<file path="src/rtl/tam_pkg.sv">
// Shared constants, register indexes, sequencer states and divider status type
// for the touch averaging and mapping block. No dependencies.
`timescale 1ns / 1ps

package tam_pkg;

    localparam int RAW_W       = 12;   // raw coordinate and calibration width
    localparam int SX_W        = 8;    // screen column field width
    localparam int SY_W        = 9;    // screen row field width
    localparam int MIN_VALID   = 3;    // non-zero samples needed for a touch
    localparam int CFG_IDX_W   = 3;

    localparam int SAMPLES_DEF = 8;
    localparam int WIDTH_DEF   = 240;
    localparam int HEIGHT_DEF  = 320;

    // register indexes
    localparam logic [CFG_IDX_W-1:0] CFG_SWAP    = 3'd0;
    localparam logic [CFG_IDX_W-1:0] CFG_INV_H   = 3'd1;
    localparam logic [CFG_IDX_W-1:0] CFG_INV_V   = 3'd2;
    localparam logic [CFG_IDX_W-1:0] CFG_MIN_H   = 3'd3;
    localparam logic [CFG_IDX_W-1:0] CFG_MAX_H   = 3'd4;
    localparam logic [CFG_IDX_W-1:0] CFG_MIN_V   = 3'd5;
    localparam logic [CFG_IDX_W-1:0] CFG_MAX_V   = 3'd6;

    // register reset values
    localparam logic             RST_SWAP  = 1'b1;
    localparam logic             RST_INV_H = 1'b1;
    localparam logic             RST_INV_V = 1'b0;
    localparam logic [RAW_W-1:0] RST_MIN_H = 12'd25;
    localparam logic [RAW_W-1:0] RST_MAX_H = 12'd222;
    localparam logic [RAW_W-1:0] RST_MIN_V = 12'd31;
    localparam logic [RAW_W-1:0] RST_MAX_V = 12'd281;

    typedef enum logic [9:0] {
        ST_IDLE = 10'b00_0000_0001,
        ST_AVGX = 10'b00_0000_0010,
        ST_AVGY = 10'b00_0000_0100,
        ST_MULX = 10'b00_0000_1000,
        ST_DIVX = 10'b00_0001_0000,
        ST_FIXX = 10'b00_0010_0000,
        ST_MULY = 10'b00_0100_0000,
        ST_DIVY = 10'b00_1000_0000,
        ST_FIXY = 10'b01_0000_0000,
        ST_OUT  = 10'b10_0000_0000
    } state_t;

    typedef struct packed {
        logic busy;
        logic done;
    } div_stat_t;

endpackage

</file>
<file path="src/rtl/touch_average_and_map_unit.sv">
// Top level of the touch averaging and mapping block: accumulator, sequencer,
// multiplier step, sign and clamp logic, output register. Uses tam_pkg, tam_div.
`timescale 1ns / 1ps

// Usage
//   s_valid/s_ready carries raw samples (s_sample_x, s_sample_y); a sample with
//   both coordinates zero is counted but not accumulated. After every SAMPLES
//   samples one request leaves on m_valid/m_ready with the touch flag, the two
//   averages and the mapped screen position (all zero when fewer than three
//   samples of the group were non-zero).
//   Calibration is written through cfg_we/cfg_index/cfg_data; the user must
//   write it only while idle, as no check in the block enforces this.
//   Flow: s_ready stays high after a sample that does not close a group. The
//   last sample of a group starts the sequencer, which runs the one shared
//   bit-serial divider four times (two averages, two mappings), plus a multiply
//   and a clamp step per axis and the output step; s_ready is low until then,
//   and s_ready and m_valid rise together when the output step hands the
//   result over. A group without a touch skips the divider runs and goes
//   straight to the output step; a flat raw range skips the division of that
//   axis.
//   The result sits in an output register; further samples are taken while it
//   waits. If the next group finishes before it is taken, the sequencer holds
//   until the receiver takes it.
//   Reset (aresetn, synchronous, active low) clears the group accumulators, the
//   output valid and loads the default calibration; no clearing pass is needed.
module touch_average_and_map_unit #(
    parameter int SAMPLES       = tam_pkg::SAMPLES_DEF,
    parameter int SCREEN_WIDTH  = tam_pkg::WIDTH_DEF,
    parameter int SCREEN_HEIGHT = tam_pkg::HEIGHT_DEF
) (
    input  logic                           aclk,
    input  logic                           aresetn,
    input  logic                           cfg_we,
    input  logic [tam_pkg::CFG_IDX_W-1:0]  cfg_index,
    input  logic [tam_pkg::RAW_W-1:0]      cfg_data,
    input  logic                           s_valid,
    output logic                           s_ready,
    input  logic [tam_pkg::RAW_W-1:0]      s_sample_x,
    input  logic [tam_pkg::RAW_W-1:0]      s_sample_y,
    output logic                           m_valid,
    input  logic                           m_ready,
    output logic                           m_touch_valid,
    output logic [tam_pkg::RAW_W-1:0]      m_average_x,
    output logic [tam_pkg::RAW_W-1:0]      m_average_y,
    output logic [tam_pkg::SX_W-1:0]       m_screen_x,
    output logic [tam_pkg::SY_W-1:0]       m_screen_y
);
    import tam_pkg::*;

    localparam int MAX_SIZE = (SCREEN_WIDTH > SCREEN_HEIGHT) ? SCREEN_WIDTH : SCREEN_HEIGHT;
    localparam int SCALE_W  = (MAX_SIZE > 2) ? $clog2(MAX_SIZE) : 1;
    localparam int CNT_W    = $clog2(SAMPLES + 1);
    localparam int SUM_W    = $clog2(SAMPLES * (2 ** RAW_W));
    localparam int PROD_W   = RAW_W + SCALE_W;
    localparam int DIV_W    = (SUM_W > PROD_W) ? SUM_W : PROD_W;
    localparam int DVS_W    = RAW_W;
    localparam int QS_W     = DIV_W + 1;
    localparam int M_W      = QS_W + 1;

    localparam logic [SCALE_W-1:0] WM1 = SCALE_W'(SCREEN_WIDTH - 1);
    localparam logic [SCALE_W-1:0] HM1 = SCALE_W'(SCREEN_HEIGHT - 1);
    localparam logic [CNT_W-1:0]   LAST_CNT = CNT_W'(SAMPLES - 1);
    localparam logic [CNT_W-1:0]   MINV_CNT = CNT_W'(MIN_VALID);

    state_t state_reg, state_next;

    logic             swap_reg, swap_next;
    logic             inv_h_reg, inv_h_next;
    logic             inv_v_reg, inv_v_next;
    logic [RAW_W-1:0] min_h_reg, min_h_next;
    logic [RAW_W-1:0] max_h_reg, max_h_next;
    logic [RAW_W-1:0] min_v_reg, min_v_next;
    logic [RAW_W-1:0] max_v_reg, max_v_next;

    logic [SUM_W-1:0] sum_x_reg, sum_x_next;
    logic [SUM_W-1:0] sum_y_reg, sum_y_next;
    logic [CNT_W-1:0] vcnt_reg, vcnt_next;
    logic [CNT_W-1:0] scnt_reg, scnt_next;
    logic             touch_reg, touch_next;
    logic             start_reg, start_next;
    logic             m_valid_reg, m_valid_next;

    logic [RAW_W-1:0]     avg_x_reg, avg_x_next;
    logic [RAW_W-1:0]     avg_y_reg, avg_y_next;
    logic [DIV_W-1:0]     dvd_reg, dvd_next;
    logic [DVS_W-1:0]     dvs_reg, dvs_next;
    logic                 neg_reg, neg_next;
    logic signed [QS_W-1:0] q_reg, q_next;
    logic [SX_W-1:0]      scr_x_reg, scr_x_next;
    logic [SY_W-1:0]      scr_y_reg, scr_y_next;
    logic                 m_touch_reg, m_touch_next;
    logic [RAW_W-1:0]     m_ax_reg, m_ax_next;
    logic [RAW_W-1:0]     m_ay_reg, m_ay_next;
    logic [SX_W-1:0]      m_sx_reg, m_sx_next;
    logic [SY_W-1:0]      m_sy_reg, m_sy_next;

    div_stat_t        div_stat;
    logic [DIV_W-1:0] div_quot;

    logic                 accept;
    logic                 nonzero;
    logic                 axis_x;
    logic [RAW_W-1:0]     sel_raw, sel_lo, sel_hi;
    logic [SCALE_W-1:0]   size_m1;
    logic                 mirror;
    logic [RAW_W:0]       diff, span;
    logic [RAW_W-1:0]     diff_mag, span_mag;
    logic [PROD_W-1:0]    prod;
    logic signed [M_W-1:0] m_raw;
    logic signed [M_W-1:0] m_clamp;
    logic [QS_W-1:0]      quot_ext;

    tam_div #(
        .DIV_W (DIV_W),
        .DVS_W (DVS_W)
    ) u_div (
        .aclk     (aclk),
        .aresetn  (aresetn),
        .start    (start_reg),
        .dividend (dvd_reg),
        .divisor  (dvs_reg),
        .stat     (div_stat),
        .quotient (div_quot)
    );

    assign s_ready = (state_reg == ST_IDLE);
    assign accept  = s_valid && s_ready;
    assign nonzero = (s_sample_x != '0) || (s_sample_y != '0);

    // shared axis selection for the multiply and clamp steps
    always_comb begin
        axis_x   = (state_reg == ST_MULX) || (state_reg == ST_FIXX);
        sel_raw  = (axis_x ^ swap_reg) ? avg_x_reg : avg_y_reg;
        sel_lo   = axis_x ? min_h_reg : min_v_reg;
        sel_hi   = axis_x ? max_h_reg : max_v_reg;
        size_m1  = axis_x ? WM1 : HM1;
        mirror   = axis_x ? inv_h_reg : inv_v_reg;
        diff     = {1'b0, sel_raw} - {1'b0, sel_lo};
        span     = {1'b0, sel_hi} - {1'b0, sel_lo};
        diff_mag = diff[RAW_W] ? RAW_W'(-diff) : diff[RAW_W-1:0];
        span_mag = span[RAW_W] ? RAW_W'(-span) : span[RAW_W-1:0];
        prod     = PROD_W'(diff_mag) * PROD_W'(size_m1);
        quot_ext = {1'b0, div_quot};
        m_raw    = mirror ? (M_W'(size_m1) - M_W'(q_reg)) : M_W'(q_reg);
        if (m_raw < 0) begin
            m_clamp = '0;
        end else if (m_raw > $signed(M_W'(size_m1))) begin
            m_clamp = M_W'(size_m1);
        end else begin
            m_clamp = m_raw;
        end
    end

    always_comb begin
        state_next   = state_reg;
        swap_next    = swap_reg;
        inv_h_next   = inv_h_reg;
        inv_v_next   = inv_v_reg;
        min_h_next   = min_h_reg;
        max_h_next   = max_h_reg;
        min_v_next   = min_v_reg;
        max_v_next   = max_v_reg;
        sum_x_next   = sum_x_reg;
        sum_y_next   = sum_y_reg;
        vcnt_next    = vcnt_reg;
        scnt_next    = scnt_reg;
        touch_next   = touch_reg;
        start_next   = 1'b0;
        m_valid_next = m_valid_reg && !m_ready;
        avg_x_next   = avg_x_reg;
        avg_y_next   = avg_y_reg;
        dvd_next     = dvd_reg;
        dvs_next     = dvs_reg;
        neg_next     = neg_reg;
        q_next       = q_reg;
        scr_x_next   = scr_x_reg;
        scr_y_next   = scr_y_reg;
        m_touch_next = m_touch_reg;
        m_ax_next    = m_ax_reg;
        m_ay_next    = m_ay_reg;
        m_sx_next    = m_sx_reg;
        m_sy_next    = m_sy_reg;

        if (cfg_we) begin
            case (cfg_index)
                CFG_SWAP:  swap_next  = cfg_data[0];
                CFG_INV_H: inv_h_next = cfg_data[0];
                CFG_INV_V: inv_v_next = cfg_data[0];
                CFG_MIN_H: min_h_next = cfg_data;
                CFG_MAX_H: max_h_next = cfg_data;
                CFG_MIN_V: min_v_next = cfg_data;
                CFG_MAX_V: max_v_next = cfg_data;
                default:   ;
            endcase
        end

        case (state_reg)
            ST_IDLE: begin
                if (accept) begin
                    if (nonzero) begin
                        sum_x_next = sum_x_reg + SUM_W'(s_sample_x);
                        sum_y_next = sum_y_reg + SUM_W'(s_sample_y);
                        vcnt_next  = vcnt_reg + CNT_W'(1);
                    end
                    scnt_next = scnt_reg + CNT_W'(1);
                    if (scnt_reg == LAST_CNT) begin
                        touch_next = (vcnt_next >= MINV_CNT);
                        if (vcnt_next >= MINV_CNT) begin
                            dvd_next   = DIV_W'(sum_x_next);
                            dvs_next   = DVS_W'(vcnt_next);
                            start_next = 1'b1;
                            state_next = ST_AVGX;
                        end else begin
                            state_next = ST_OUT;
                        end
                    end
                end
            end
            ST_AVGX: begin
                if (div_stat.done) begin
                    avg_x_next = div_quot[RAW_W-1:0];
                    dvd_next   = DIV_W'(sum_y_reg);
                    start_next = 1'b1;
                    state_next = ST_AVGY;
                end
            end
            ST_AVGY: begin
                if (div_stat.done) begin
                    avg_y_next = div_quot[RAW_W-1:0];
                    state_next = ST_MULX;
                end
            end
            ST_MULX, ST_MULY: begin
                neg_next = diff[RAW_W] ^ span[RAW_W];
                dvd_next = DIV_W'(prod);
                dvs_next = span_mag;
                if (span == '0) begin
                    // flat range maps to zero before mirroring
                    q_next     = '0;
                    state_next = (state_reg == ST_MULX) ? ST_FIXX : ST_FIXY;
                end else begin
                    start_next = 1'b1;
                    state_next = (state_reg == ST_MULX) ? ST_DIVX : ST_DIVY;
                end
            end
            ST_DIVX, ST_DIVY: begin
                if (div_stat.done) begin
                    q_next     = neg_reg ? -$signed(quot_ext) : $signed(quot_ext);
                    state_next = (state_reg == ST_DIVX) ? ST_FIXX : ST_FIXY;
                end
            end
            ST_FIXX: begin
                scr_x_next = m_clamp[SX_W-1:0];
                state_next = ST_MULY;
            end
            ST_FIXY: begin
                scr_y_next = m_clamp[SY_W-1:0];
                state_next = ST_OUT;
            end
            ST_OUT: begin
                // hold until the output register is free
                if (!m_valid_reg || m_ready) begin
                    m_valid_next = 1'b1;
                    m_touch_next = touch_reg;
                    m_ax_next    = touch_reg ? avg_x_reg : '0;
                    m_ay_next    = touch_reg ? avg_y_reg : '0;
                    m_sx_next    = touch_reg ? scr_x_reg : '0;
                    m_sy_next    = touch_reg ? scr_y_reg : '0;
                    sum_x_next   = '0;
                    sum_y_next   = '0;
                    vcnt_next    = '0;
                    scnt_next    = '0;
                    state_next   = ST_IDLE;
                end
            end
            default: state_next = ST_IDLE;
        endcase
    end

    always_ff @(posedge aclk) begin
        if (!aresetn) begin
            state_reg   <= ST_IDLE;
            swap_reg    <= RST_SWAP;
            inv_h_reg   <= RST_INV_H;
            inv_v_reg   <= RST_INV_V;
            min_h_reg   <= RST_MIN_H;
            max_h_reg   <= RST_MAX_H;
            min_v_reg   <= RST_MIN_V;
            max_v_reg   <= RST_MAX_V;
            sum_x_reg   <= '0;
            sum_y_reg   <= '0;
            vcnt_reg    <= '0;
            scnt_reg    <= '0;
            touch_reg   <= 1'b0;
            start_reg   <= 1'b0;
            m_valid_reg <= 1'b0;
        end else begin
            state_reg   <= state_next;
            swap_reg    <= swap_next;
            inv_h_reg   <= inv_h_next;
            inv_v_reg   <= inv_v_next;
            min_h_reg   <= min_h_next;
            max_h_reg   <= max_h_next;
            min_v_reg   <= min_v_next;
            max_v_reg   <= max_v_next;
            sum_x_reg   <= sum_x_next;
            sum_y_reg   <= sum_y_next;
            vcnt_reg    <= vcnt_next;
            scnt_reg    <= scnt_next;
            touch_reg   <= touch_next;
            start_reg   <= start_next;
            m_valid_reg <= m_valid_next;
        end
    end

    always_ff @(posedge aclk) begin
        avg_x_reg   <= avg_x_next;
        avg_y_reg   <= avg_y_next;
        dvd_reg     <= dvd_next;
        dvs_reg     <= dvs_next;
        neg_reg     <= neg_next;
        q_reg       <= q_next;
        scr_x_reg   <= scr_x_next;
        scr_y_reg   <= scr_y_next;
        m_touch_reg <= m_touch_next;
        m_ax_reg    <= m_ax_next;
        m_ay_reg    <= m_ay_next;
        m_sx_reg    <= m_sx_next;
        m_sy_reg    <= m_sy_next;
    end

    assign m_valid       = m_valid_reg;
    assign m_touch_valid = m_touch_reg;
    assign m_average_x   = m_ax_reg;
    assign m_average_y   = m_ay_reg;
    assign m_screen_x    = m_sx_reg;
    assign m_screen_y    = m_sy_reg;

`ifndef NO_ASSERTIONS
    a_start_state: assert property (@(posedge aclk) disable iff (!aresetn)
        start_reg |-> (state_reg == ST_AVGX || state_reg == ST_AVGY ||
                       state_reg == ST_DIVX || state_reg == ST_DIVY))
        else $error("divider started outside a divide state");

    a_div_free: assert property (@(posedge aclk) disable iff (!aresetn)
        start_reg |-> !div_stat.busy)
        else $error("divider restarted while busy");

    a_no_touch_zero: assert property (@(posedge aclk) disable iff (!aresetn)
        (m_valid && !m_touch_valid) |-> (m_average_x == '0 && m_average_y == '0 &&
                                         m_screen_x == '0 && m_screen_y == '0))
        else $error("result without touch carries non-zero fields");

    a_idle_count: assert property (@(posedge aclk) disable iff (!aresetn)
        (state_reg == ST_IDLE) |-> (scnt_reg <= LAST_CNT))
        else $error("group count overran while idle");

    a_group_end: assert property (@(posedge aclk) disable iff (!aresetn)
        (accept && scnt_reg == LAST_CNT) |=> (state_reg != ST_IDLE && !s_ready))
        else $error("group end did not start the sequencer");
`endif

endmodule

</file>
<file path="src/rtl/tam_div.sv">
// Restoring unsigned divider, one quotient bit per cycle, shared by the
// averaging and the mapping steps. Depends on tam_pkg.
`timescale 1ns / 1ps

module tam_div #(
    parameter int DIV_W = 24,
    parameter int DVS_W = 12
) (
    input  logic                aclk,
    input  logic                aresetn,
    input  logic                start,
    input  logic [DIV_W-1:0]    dividend,
    input  logic [DVS_W-1:0]    divisor,
    output tam_pkg::div_stat_t  stat,
    output logic [DIV_W-1:0]    quotient
);
    import tam_pkg::*;

    localparam int CNT_W = $clog2(DIV_W + 1);

    logic             busy_reg, busy_next;
    logic             done_reg, done_next;
    logic [CNT_W-1:0] cnt_reg, cnt_next;
    logic [DIV_W-1:0] acc_reg, acc_next;
    logic [DVS_W-1:0] rem_reg, rem_next;
    logic [DVS_W:0]   rem_sh;
    logic [DVS_W:0]   trial;

    always_comb begin
        busy_next = busy_reg;
        done_next = 1'b0;
        cnt_next  = cnt_reg;
        acc_next  = acc_reg;
        rem_next  = rem_reg;
        rem_sh    = {rem_reg, acc_reg[DIV_W-1]};
        trial     = rem_sh - {1'b0, divisor};
        if (start) begin
            busy_next = 1'b1;
            cnt_next  = CNT_W'(DIV_W);
            acc_next  = dividend;
            rem_next  = '0;
        end else if (busy_reg) begin
            // shift the next dividend bit in, keep the difference if it fits
            if (!trial[DVS_W]) begin
                rem_next = trial[DVS_W-1:0];
                acc_next = {acc_reg[DIV_W-2:0], 1'b1};
            end else begin
                rem_next = rem_sh[DVS_W-1:0];
                acc_next = {acc_reg[DIV_W-2:0], 1'b0};
            end
            cnt_next = cnt_reg - CNT_W'(1);
            if (cnt_reg == CNT_W'(1)) begin
                busy_next = 1'b0;
                done_next = 1'b1;
            end
        end
    end

    always_ff @(posedge aclk) begin
        if (!aresetn) begin
            busy_reg <= 1'b0;
            done_reg <= 1'b0;
            cnt_reg  <= '0;
        end else begin
            busy_reg <= busy_next;
            done_reg <= done_next;
            cnt_reg  <= cnt_next;
        end
    end

    always_ff @(posedge aclk) begin
        acc_reg <= acc_next;
        rem_reg <= rem_next;
    end

    assign stat.busy = busy_reg;
    assign stat.done = done_reg;
    assign quotient  = acc_reg;

endmodule
</file>
<file path="config.mk">
export PLATFORM = sky130hd
export DESIGN_NAME = touch_average_and_map_unit
export DESIGN_NICKNAME = d
export VERILOG_FILES = /design/src/rtl/tam_pkg.sv /design/src/rtl/touch_average_and_map_unit.sv /design/src/rtl/tam_div.sv
export SDC_FILE = /design/constraint.sdc
export NUM_CORES = 1
export LEC_CHECK = 0
export ABC_CLOCK_PERIOD_IN_PS = 21000
export BUFFER_PORTS_ARGS = -buffer_cell sky130_fd_sc_hd__buf_2
export CAP_MARGIN = 10
export CORE_UTILIZATION = 40
export DETAILED_ROUTE_END_ITERATION = 7
export PLACE_DENSITY = 0.65
export SLEW_MARGIN = 0
export SYNTH_ARGS = -nofsm -noshare
export SYNTH_HDL_FRONTEND = slang
export SYNTH_SLANG_ARGS = --single-unit
</file>
<file path="constraint.sdc">
create_clock -name aclk -period 21 [get_ports aclk]
set_clock_uncertainty 0.05 [all_clocks]
set_input_delay 4.2 -clock aclk [delete_from_list [all_inputs] [get_ports aclk]]
set_output_delay 4.2 -clock aclk [all_outputs]
set_load 0.005 [all_outputs]
</file>
==> flow_summary.toml <==
[run_status]
status = "finished clean"

[yosys]
synth-edff-count = 160
synth-main-ff-cell = "edfxtp_1"
synth.ff_latch_count = 281
synth_nets = 2222
yosysSeqAreaShare_pct = 38.76
synth_area_um2 = 18640
synthArstFlopShare_pct = 0
avgSynthCellArea_um2 = 9.383
yosysWarnings = 0
syn_inst = 1987
synth_cell_types = 73

[floorplan]
start_util_pct = 40.82
die_w_um = 217.9
die_h_um = 217.9
boundaryPins = 88
die_area_um2 = 47480
core-area_um2 = 45670
row_count = 78

[sta]
slew_viol_final = 0
finalCritPeriodShare_pct = 48.29
finalSetupViolCount = 0
rsz0062_at_grt = "false"
timing.final.hold_violations = 0
fmax_mhz = 98.61
worst_pin_slew_ps = 1243
min_period_ps = 10140
timing.slew.headroom_pct = 16.83
setup_tns_ps = 0

[global_routing]
gr-total-overflow = 0
use_met1_pct = 26.90
grt_use_met3_pct = 1.967
first_global_vias = 13630
met2_usage_pct = 31.85
grt_busiest_layer = "met2"
antenna_found_initial = 0
gr-usage-all-layers_pct = 19.19
grt_max_degree = 70
grt_pass1_wl_mm = 72.99

[power]
ir_drop_uv = 90.54
p_leak_uw = 0.008575
powerDensity_nw_per_um2 = 93.82

[cells_and_area]
final_core_util_pct = 45.35
final_cell_mix = "215 x nand2_1, 185 x nor2_1, 160 x edfxtp_1"
layout_commonest_cell = "nand2_1"
largest_reg_flops = 22
diodes = 0
drive_gt1_share_pct = 10.89
syn_to_final_growth_pct = 11.09
layoutNonFillerInstCount = 2666
nets = 2277

[clock_tree]
cts_resized = 0
clock-sinks = 281
cts_max_path_buffers = 3
cts_tree = "built"
cts_hold_buf = 0
cts_root_buffer = "clkbuf_16"
post_cts_buffers = 0
htreeDepth = 1
clk_pin_slew_ps = 60
clock_latency_ps = 590
cts-buffers-inserted = 30

[setup_path]
crit_path_max_incr_delay_ps = 830
cp_max_fo = 36
crit_required_ps = 21280
critPathArrivalTime_ps = 10420
rrSetupSlack_ps = 10860
crit_type = "flip-flop to flip-flop"
startpoint_type = "flip-flop"
cp_slowest_cell = "xor2_1"
cp-end-kind = "flip-flop"
crit_buf_inv = 7
crit_family = "adder cells"

[min_path]
hold_class = "flip-flop to flip-flop"

[placement]
portBuffers = 87
globalplace.congestion = 0.9137
dp_hpwl_mm = 35.29
dp.cells = 2609

[routing]
vias = 14450
wirelength_mm = 45.89
dr.pass1.iters = 7
vias_per_cell = 5.420
ant_nets = 0
wl_per_cell_um = 17.21
drc = 0
drt_iter0_drc = 914

[flow_run]
cap_violations = 0
path summary, 6_finish.rpt:
path | from | endpoint | depth (start not counted)
worst max register to register | state_reg[4] | dvd_reg[20] | 34
worst max-delay path | state_reg[4] | dvd_reg[20] | 34
worst min register to register | min_v_reg[5] | min_v_reg[5] | 2
worst min-delay path | min_v_reg[5] | min_v_reg[5] | 2
cell type report:
type	count	area, um2
Clock buffer	45	929.6
Tap cell	600	750.7
Timing Repair Buffer	104	583.1
Clock inverter	11	93.84
Sequential cell	281	7227
Multi-Input combinational cell	1472	10550
Fill cell	4409	24960
Inverter	153	574.3
worst min-delay path: stages, from the launching register on:
cell and delay [ps]:
dfxtp_1 310, nand2_1 50, a21oi_1 50
synthesized netlist by cell type (all sizes together) (5+ instances only):
master,count,area [um2]
nand2b,26,162.7
edfxtp,160,4805
or2,20,125.1
a21o,16,120.1
o22ai,5,31.28
nor2b,24,152.6
ha,128,1602
or3,13,81.33
and2,60,375.4
o41ai,6,52.55
o21ai,64,320.3
xor2,60,525.5
clkbuf,73,275.3
a22oi,14,105.1
a2111oi,5,43.79
dfxtp,121,2422
nor3b,6,45.04
nor4,15,108.9
o31ai,13,97.59
inv,153,574.3
mux2,35,397.9
buf,8,32.53
nand2,215,807.0
nand4,13,81.33
o31a,5,43.79
fa,63,1261
a21oi,130,650.6
and3,8,50.05
o21a,14,105.1
nor2,186,698.2
mux2i,41,417.9
a31oi,21,131.4
a211oi,26,195.2
nor3,41,221.5
nor4b,7,61.31
nand3b,6,45.04
xnor2,70,613.1
o211ai,8,60.06
nand3,53,270.3
or4,8,60.06
logic make-up (layout without fill, tap and decap cells):
| logic type | count (synthesis) | in the layout | synth area share [%] |
|---|---|---|---|
| other | 1 | 1 | 0.02011 |
| adder cells (fa/ha/maj) | 191 | 191 | 15.35 |
| XOR/XNOR | 130 | 130 | 6.107 |
| multiplexers | 76 | 76 | 4.376 |
| flip-flops | 281 | 281 | 38.76 |
| buffers and inverters | 234 | 313 | 4.731 |
| AND/OR/NAND/NOR | 708 | 708 | 18.30 |
| AO/OA/AOI/OAI | 366 | 366 | 12.35 |
layer usage:
layer  routed length (um)  up-vias
met2                21520      410
met1                21310     6944
met4                  893        0
li1                     -     7041
met3                 2165       56
met5                    0        -
where the power goes:
part	internal [uW]	switching, uW
Combinational	348	460
Clock	308	227
Sequential	589	10.9
Total	1240	698
per-stage QoR:
step / hold WS, ps / area, um2 / setup slack (ps) / power, uW
after CTS: 404.3 / 20680 / 10820 / 1961
final: 404.7 / 20710 / 10860 / 1943
after detailed placement: 396.1 / 19660 / 10870 / 1421
after global routing: 424.0 / 20710 / 9999 / 2093
after global placement: 390.7 / 19660 / 11260 / 1416
after floorplan: 385.7 / 18640 / 12420 / 1240
Note: power is estimated with default switching activity, not from simulation.
